File: config.mk
export PLATFORM = sky130hd
export DESIGN_NAME = pcc_ctrl
export DESIGN_NICKNAME = d
export VERILOG_FILES = /design/src/design/pcc_pkg.sv /design/src/design/pcc_ctrl.sv
export SDC_FILE = /design/constraint.sdc
export NUM_CORES = 1
export LEC_CHECK = 0
export ABC_AREA = 1
export BUFFER_PORTS_ARGS = -buffer_cell sky130_fd_sc_hd__buf_2
export CAP_MARGIN = 25
export CORE_AREA = 2 2 39 41
export DETAILED_ROUTE_END_ITERATION = 8
export DIE_AREA = 0 0 41 43
export PLACE_DENSITY = 0.86
export REMOVE_ABC_BUFFERS = 1
export SYNTH_ARGS = -nofsm -noshare
export SYNTH_HDL_FRONTEND = slang
export SYNTH_SLANG_ARGS = --single-unit
export TNS_END_PERCENT = 100
File: constraint.sdc
create_clock -name clock -period 3.8 [get_ports clock]
set_input_delay 0.38 -clock clock [delete_from_list [all_inputs] [get_ports clock]]
set_output_delay 0.38 -clock clock [all_outputs]
set_load 0.02 [all_outputs]
File: src/design/pcc_pkg.sv
// shared types and codes for the correlation accumulator
`timescale 1ns / 1ps
`default_nettype none
package pcc_pkg;
   localparam int MAX_PAIRS_DEFAULT   = 1024;
   localparam int SAMPLE_BITS_DEFAULT = 16;

   localparam logic [3:0] OP_NXX = 4'd0;
   localparam logic [3:0] OP_XX  = 4'd1;
   localparam logic [3:0] OP_NYY = 4'd2;
   localparam logic [3:0] OP_YY  = 4'd3;
   localparam logic [3:0] OP_NXY = 4'd4;
   localparam logic [3:0] OP_XY  = 4'd5;
   localparam logic [3:0] OP_VV  = 4'd6;
   localparam logic [3:0] OP_CC  = 4'd7;
   localparam logic [3:0] OP_DP  = 4'd8;

   typedef struct packed {
      logic       acc;
      logic       load;
      logic       store;
      logic       check;
      logic       mid;
      logic       finish;
      logic [3:0] op;
   } cmd_type;

   typedef struct packed {
      logic mul_busy;
      logic degen;
      logic search_done;
   } status_type;
endpackage
`default_nettype wire

File: src/design/pcc_ctrl.sv
// sequencing state machine for the correlation accumulator
`timescale 1ns / 1ps
`default_nettype none
module pcc_ctrl (
   input  wire                  clock,
   input  wire                  reset,
   input  wire                  req_valid,
   input  wire                  req_last_pair,
   output logic                 req_ready,
   output logic                 rsp_valid,
   input  wire                  rsp_ready,
   input  pcc_pkg::status_type  status,
   output pcc_pkg::cmd_type     cmd
);
   localparam logic [2:0] S_ACC    = 3'd0;
   localparam logic [2:0] S_LOAD   = 3'd1;
   localparam logic [2:0] S_RUN    = 3'd2;
   localparam logic [2:0] S_STORE  = 3'd3;
   localparam logic [2:0] S_CHECK  = 3'd4;
   localparam logic [2:0] S_SRCH   = 3'd5;
   localparam logic [2:0] S_FINISH = 3'd6;

   logic [2:0] state_ff, state_in;
   logic [3:0] op_ff, op_in;
   logic       valid_ff, valid_in;

   always_comb begin
      state_in   = state_ff;
      op_in      = op_ff;
      cmd        = '0;
      cmd.op     = op_ff;
      req_ready  = (state_ff == S_ACC);
      cmd.acc    = req_valid && req_ready;
      case (state_ff)
         S_ACC: begin
            if (req_valid && req_last_pair) begin
               op_in    = pcc_pkg::OP_NXX;
               state_in = S_LOAD;
            end
         end
         S_LOAD: begin
            cmd.load = 1'b1;
            state_in = S_RUN;
         end
         S_RUN: begin
            if (!status.mul_busy) state_in = S_STORE;
         end
         S_STORE: begin
            cmd.store = 1'b1;
            if (op_ff == pcc_pkg::OP_XY) begin
               state_in = S_CHECK;
            end else if (op_ff == pcc_pkg::OP_CC || op_ff == pcc_pkg::OP_DP) begin
               state_in = S_SRCH;
            end else begin
               op_in    = op_ff + 4'd1;
               state_in = S_LOAD;
            end
         end
         S_CHECK: begin
            cmd.check = 1'b1;
            if (status.degen) begin
               state_in = S_FINISH;
            end else begin
               op_in    = pcc_pkg::OP_VV;
               state_in = S_LOAD;
            end
         end
         S_SRCH: begin
            if (status.search_done) begin
               state_in = S_FINISH;
            end else begin
               cmd.mid  = 1'b1;
               op_in    = pcc_pkg::OP_DP;
               state_in = S_LOAD;
            end
         end
         S_FINISH: begin
            if (!valid_ff || rsp_ready) begin
               cmd.finish = 1'b1;
               state_in   = S_ACC;
            end
         end
         default: state_in = S_ACC;
      endcase
      valid_in = cmd.finish ? 1'b1 : (rsp_ready ? 1'b0 : valid_ff);
   end

   assign rsp_valid = valid_ff;

   always_ff @(posedge clock) begin
      if (reset) begin
         state_ff <= S_ACC;
         op_ff    <= pcc_pkg::OP_NXX;
         valid_ff <= 1'b0;
      end else begin
         state_ff <= state_in;
         op_ff    <= op_in;
         valid_ff <= valid_in;
      end
   end

   a_one_cmd: assert property (@(posedge clock) disable iff (reset)
      $onehot0({cmd.load, cmd.store, cmd.check, cmd.mid, cmd.finish}))
      else $error("more than one datapath command");
   a_finish_valid: assert property (@(posedge clock) disable iff (reset)
      cmd.finish |=> valid_ff)
      else $error("result not presented after finish");
   a_run_store: assert property (@(posedge clock) disable iff (reset)
      (state_ff == S_RUN && !status.mul_busy) |=> cmd.store)
      else $error("product not stored");
   a_no_req_busy: assert property (@(posedge clock) disable iff (reset)
      (state_ff != S_ACC) |-> !cmd.acc)
      else $error("request taken during computation");
endmodule
`default_nettype wire

==> impl_metrics.ini <==
[clock_network]
clock_sinks = 8
max-clock-path-buffers = 2
cts_htree_levels = 1
cts.repair_timing.setup_buffer_count = 0
clock_insertion_delay_worst_skew_ns = 0.25
cts_hold_buffers = 0
post_cts_resized = 0
tritoncts.num_buffers = 3
clkTransAtPathRegs_ns = 0.05
tritoncts = yes
cts_root_buf = sky130_fd_sc_hd__clkbuf_4

[drt]
routed-wl-met3_um = 17
ant_nets = 0
drt_pass1_iterations = 4
drt_iter0_markers = 8
num_vias = 679
vias_per_cell = 4.816
totalWireLength_um = 1356
routed.top_layer = met4
detail_route.wl_per_cell_um = 9.617
wl_met1_um = 635
drc = 0
met2_wirelength_um = 693

[setup_path]
path_cells = nand3_1 -> or2_2 -> inv_1 -> buf_2
timing.critical_path.to_type = output port
cp-startpoint = state_ff[2]$_SDFFE_PP0P_
regToRegSetupSlack_ns = 2.31
critical_path_peak_fanout = 9
crit-reg2reg-launch = op_ff[1]$_SDFFE_PP0P_
critPathArrivalTime_ns = 1.46
crit_type = reg -> out
worst_setup_path_start_kind = register
critical-path-slowest-cell = sky130_fd_sc_hd__dfxtp_1
timing.critical_path.to = cmd[5]
slowest_delay_ns = 0.53
r2r-end = op_ff[0]$_SDFFE_PP0P_
critical_path_required_ns = 3.42
worst_r2r_path_depth = 12

[final_layout]
diodes = 0
seq_area_um2 = 160.2
fillers = 131
multi_input_area_um2 = 379.1
fin_cells = 141
post_route_cells_drive_above_1_share = 0.2960
final_net_count = 138
syn_to_final_growth_pct = 16.70
finish.instance_area_um2 = 752.0

[place]
dp_hpwl_um = 1139
portBuffers = 19
placed_cells_incl_taps = 138
place.gp.congestion = 0.8068
placement.cell_area_um2 = 729.5

[logic_synthesis]
synth_common_cells = sky130_fd_sc_hd__nand2_1 (28), sky130_fd_sc_hd__inv_1 (15), sky130_fd_sc_hd__nor2_1 (15), sky130_fd_sc_hd__nand3_1 (10), sky130_fd_sc_hd__dfxtp_1 (8)
synth_cells = 106
synth-edff-count = 0
synth_area_per_cell_um2 = 6.079
synthesis_warning_total = 0
ys_async_sr_fraction = 0
synth_area_um2 = 644.4
yosysTopAreaCell = sky130_fd_sc_hd__dfxtp_1
ys_seq_area_frac = 0.2485
yosys.cell_count.top_type = sky130_fd_sc_hd__nand2_1
synth_top_cells_by_area = sky130_fd_sc_hd__dfxtp_1 (25%), sky130_fd_sc_hd__nand2_1 (16%), sky130_fd_sc_hd__inv_1 (8.7%)
ys_seq_elements = 8
netlist-cell-type-count = 23
synth_top_area_share = 0.2485
ys.flop_type = sky130_fd_sc_hd__dfxtp_1

[pwr]
power_density_nw_per_um2 = 360.8
total_leakage_power_nw = 0.4507
ir_worst_vdd_uv = 224.5
power.total_uw = 271.3

[floorplan]
initial_core_util = 0.4656
die_w_um = 41
boundaryPins = 20
die_h_um = 43
core_region_area_um2 = 1384
die_area_um2 = 1763
rows = 14

[sta]
worst_pin_slew_ns = 0.3515
timing.final.hold_violations = 0
period_minus_slack_ns = 1.842
timing.max_slew.rel_slack = 0.7654
worst_clock_skew_ns = 0.007476
fmax_ghz = 0.5429
min_period_over_period = 0.4848
slew_viol_final = 0
holdWs_ns = 0.3381
setup-violations-final = 0
rsz0062_at_grt = no
totalNegativeSetupSlack_ns = 0

[grt]
grt_total_ovfl = 0
global_route_total_usage_across_every_layer = 0.1881
grt_pass1_vias = 616
antenna_found_initial = 0
pin_count_of_the_biggest_net_entering_global_routing = 10
grt_pass1_wl_um = 2297

[worst_hold_path]
hp-class = in -> reg

[run]
drv.max_cap_violation_count = 0

[run_status]
run_status = finished clean
==> critical path: cells and delay by family, from the launching register on <==
family / cells / cell delay (ns)
buffers and inverters: 2 / 0.20
DFF: 1 / 0.53
and+or+nand+nor: 2 / 0.49
==> flip-flops by register name (all words and copies together), names as in the netlist <==
name and flops:
state_ff 3, rsp_valid 1, op_ff 4
==> report_power, final <==
part / switching, mW / total, mW / internal, mW
clock network: 0.0254 / 0.0613 / 0.0359
registers: 0.0153 / 0.109 / 0.0933
logic: 0.0643 / 0.101 / 0.0371
==> logic make-up after synthesis <==
family	synth area share
AO/OA/AOI/OAI	0.03883
XOR/XNOR	0.01359
adder cells (fa/ha/maj)	0.05826
buffers and inverters	0.1631
flip-flops	0.2485
AND/OR/NAND/NOR	0.4777
==> final cells by class <==
cell class,count,area share
inverters,20,0.09983
clock buffers,3,0.02995
well taps,16,0.02662
multi-input cells,75,0.5042
repair buffers,19,0.1265
flip-flops and latches,8,0.2130
==> metal layers <==
| metal | track usage | up-vias |
|---|---|---|
| met1 | 0.2427 | 305 |
| met4 | 0.1200 | 0 |
| li1 | - | 366 |
| met3 | 0.01571 | 2 |
| met2 | 0.2844 | 6 |
| met5 | 0 | - |
==> cells in the final DEF, fill, tap and decap left out, types with 2 or more instances in the layout <==
cell type	netlist	final
sky130_fd_sc_hd__nand2_1	28	28
sky130_fd_sc_hd__buf_2	0	19
sky130_fd_sc_hd__inv_1	15	15
sky130_fd_sc_hd__nor2_1	15	15
sky130_fd_sc_hd__nand3_1	10	10
sky130_fd_sc_hd__dfxtp_1	8	8
sky130_fd_sc_hd__inv_2	5	5
sky130_fd_sc_hd__nand2_2	3	3
sky130_fd_sc_hd__nand4_1	3	3
sky130_fd_sc_hd__ha_1	3	3
sky130_fd_sc_hd__clkbuf_4	0	3
sky130_fd_sc_hd__nor2_2	2	2
==> per-stage QoR <==
stage                     setup slack (ns)    util
final                                1.958  0.5434
after CTS                            1.954  0.5434
after global routing                 1.841  0.5434
after global placement               2.268  0.5271
after floorplan                      2.069       -
after detailed placement             2.228  0.5271
==> worst min path at each step <==
| stage | startpoint | endpoint | slack [ns] | cells past startpoint |
|---|---|---|---|---|
| global placement | op_ff[1]$_SDFFE_PP0P_ | op_ff[1]$_SDFFE_PP0P_ | 0.54 | 2 |
| CTS | reset | state_ff[1]$_SDFFE_PP0P_ | 0.33 | 2 |
| global route | reset | rsp_valid$_SDFFE_PP0P_ | 0.34 | 2 |
| detailed placement | op_ff[1]$_SDFFE_PP0P_ | op_ff[1]$_SDFFE_PP0P_ | 0.55 | 2 |
| finish | reset | state_ff[1]$_SDFFE_PP0P_ | 0.34 | 2 |
| floorplan | reset | rsp_valid$_SDFFE_PP0P_ | 0.45 | 1 |
Power figures use the tool's default switching activity.
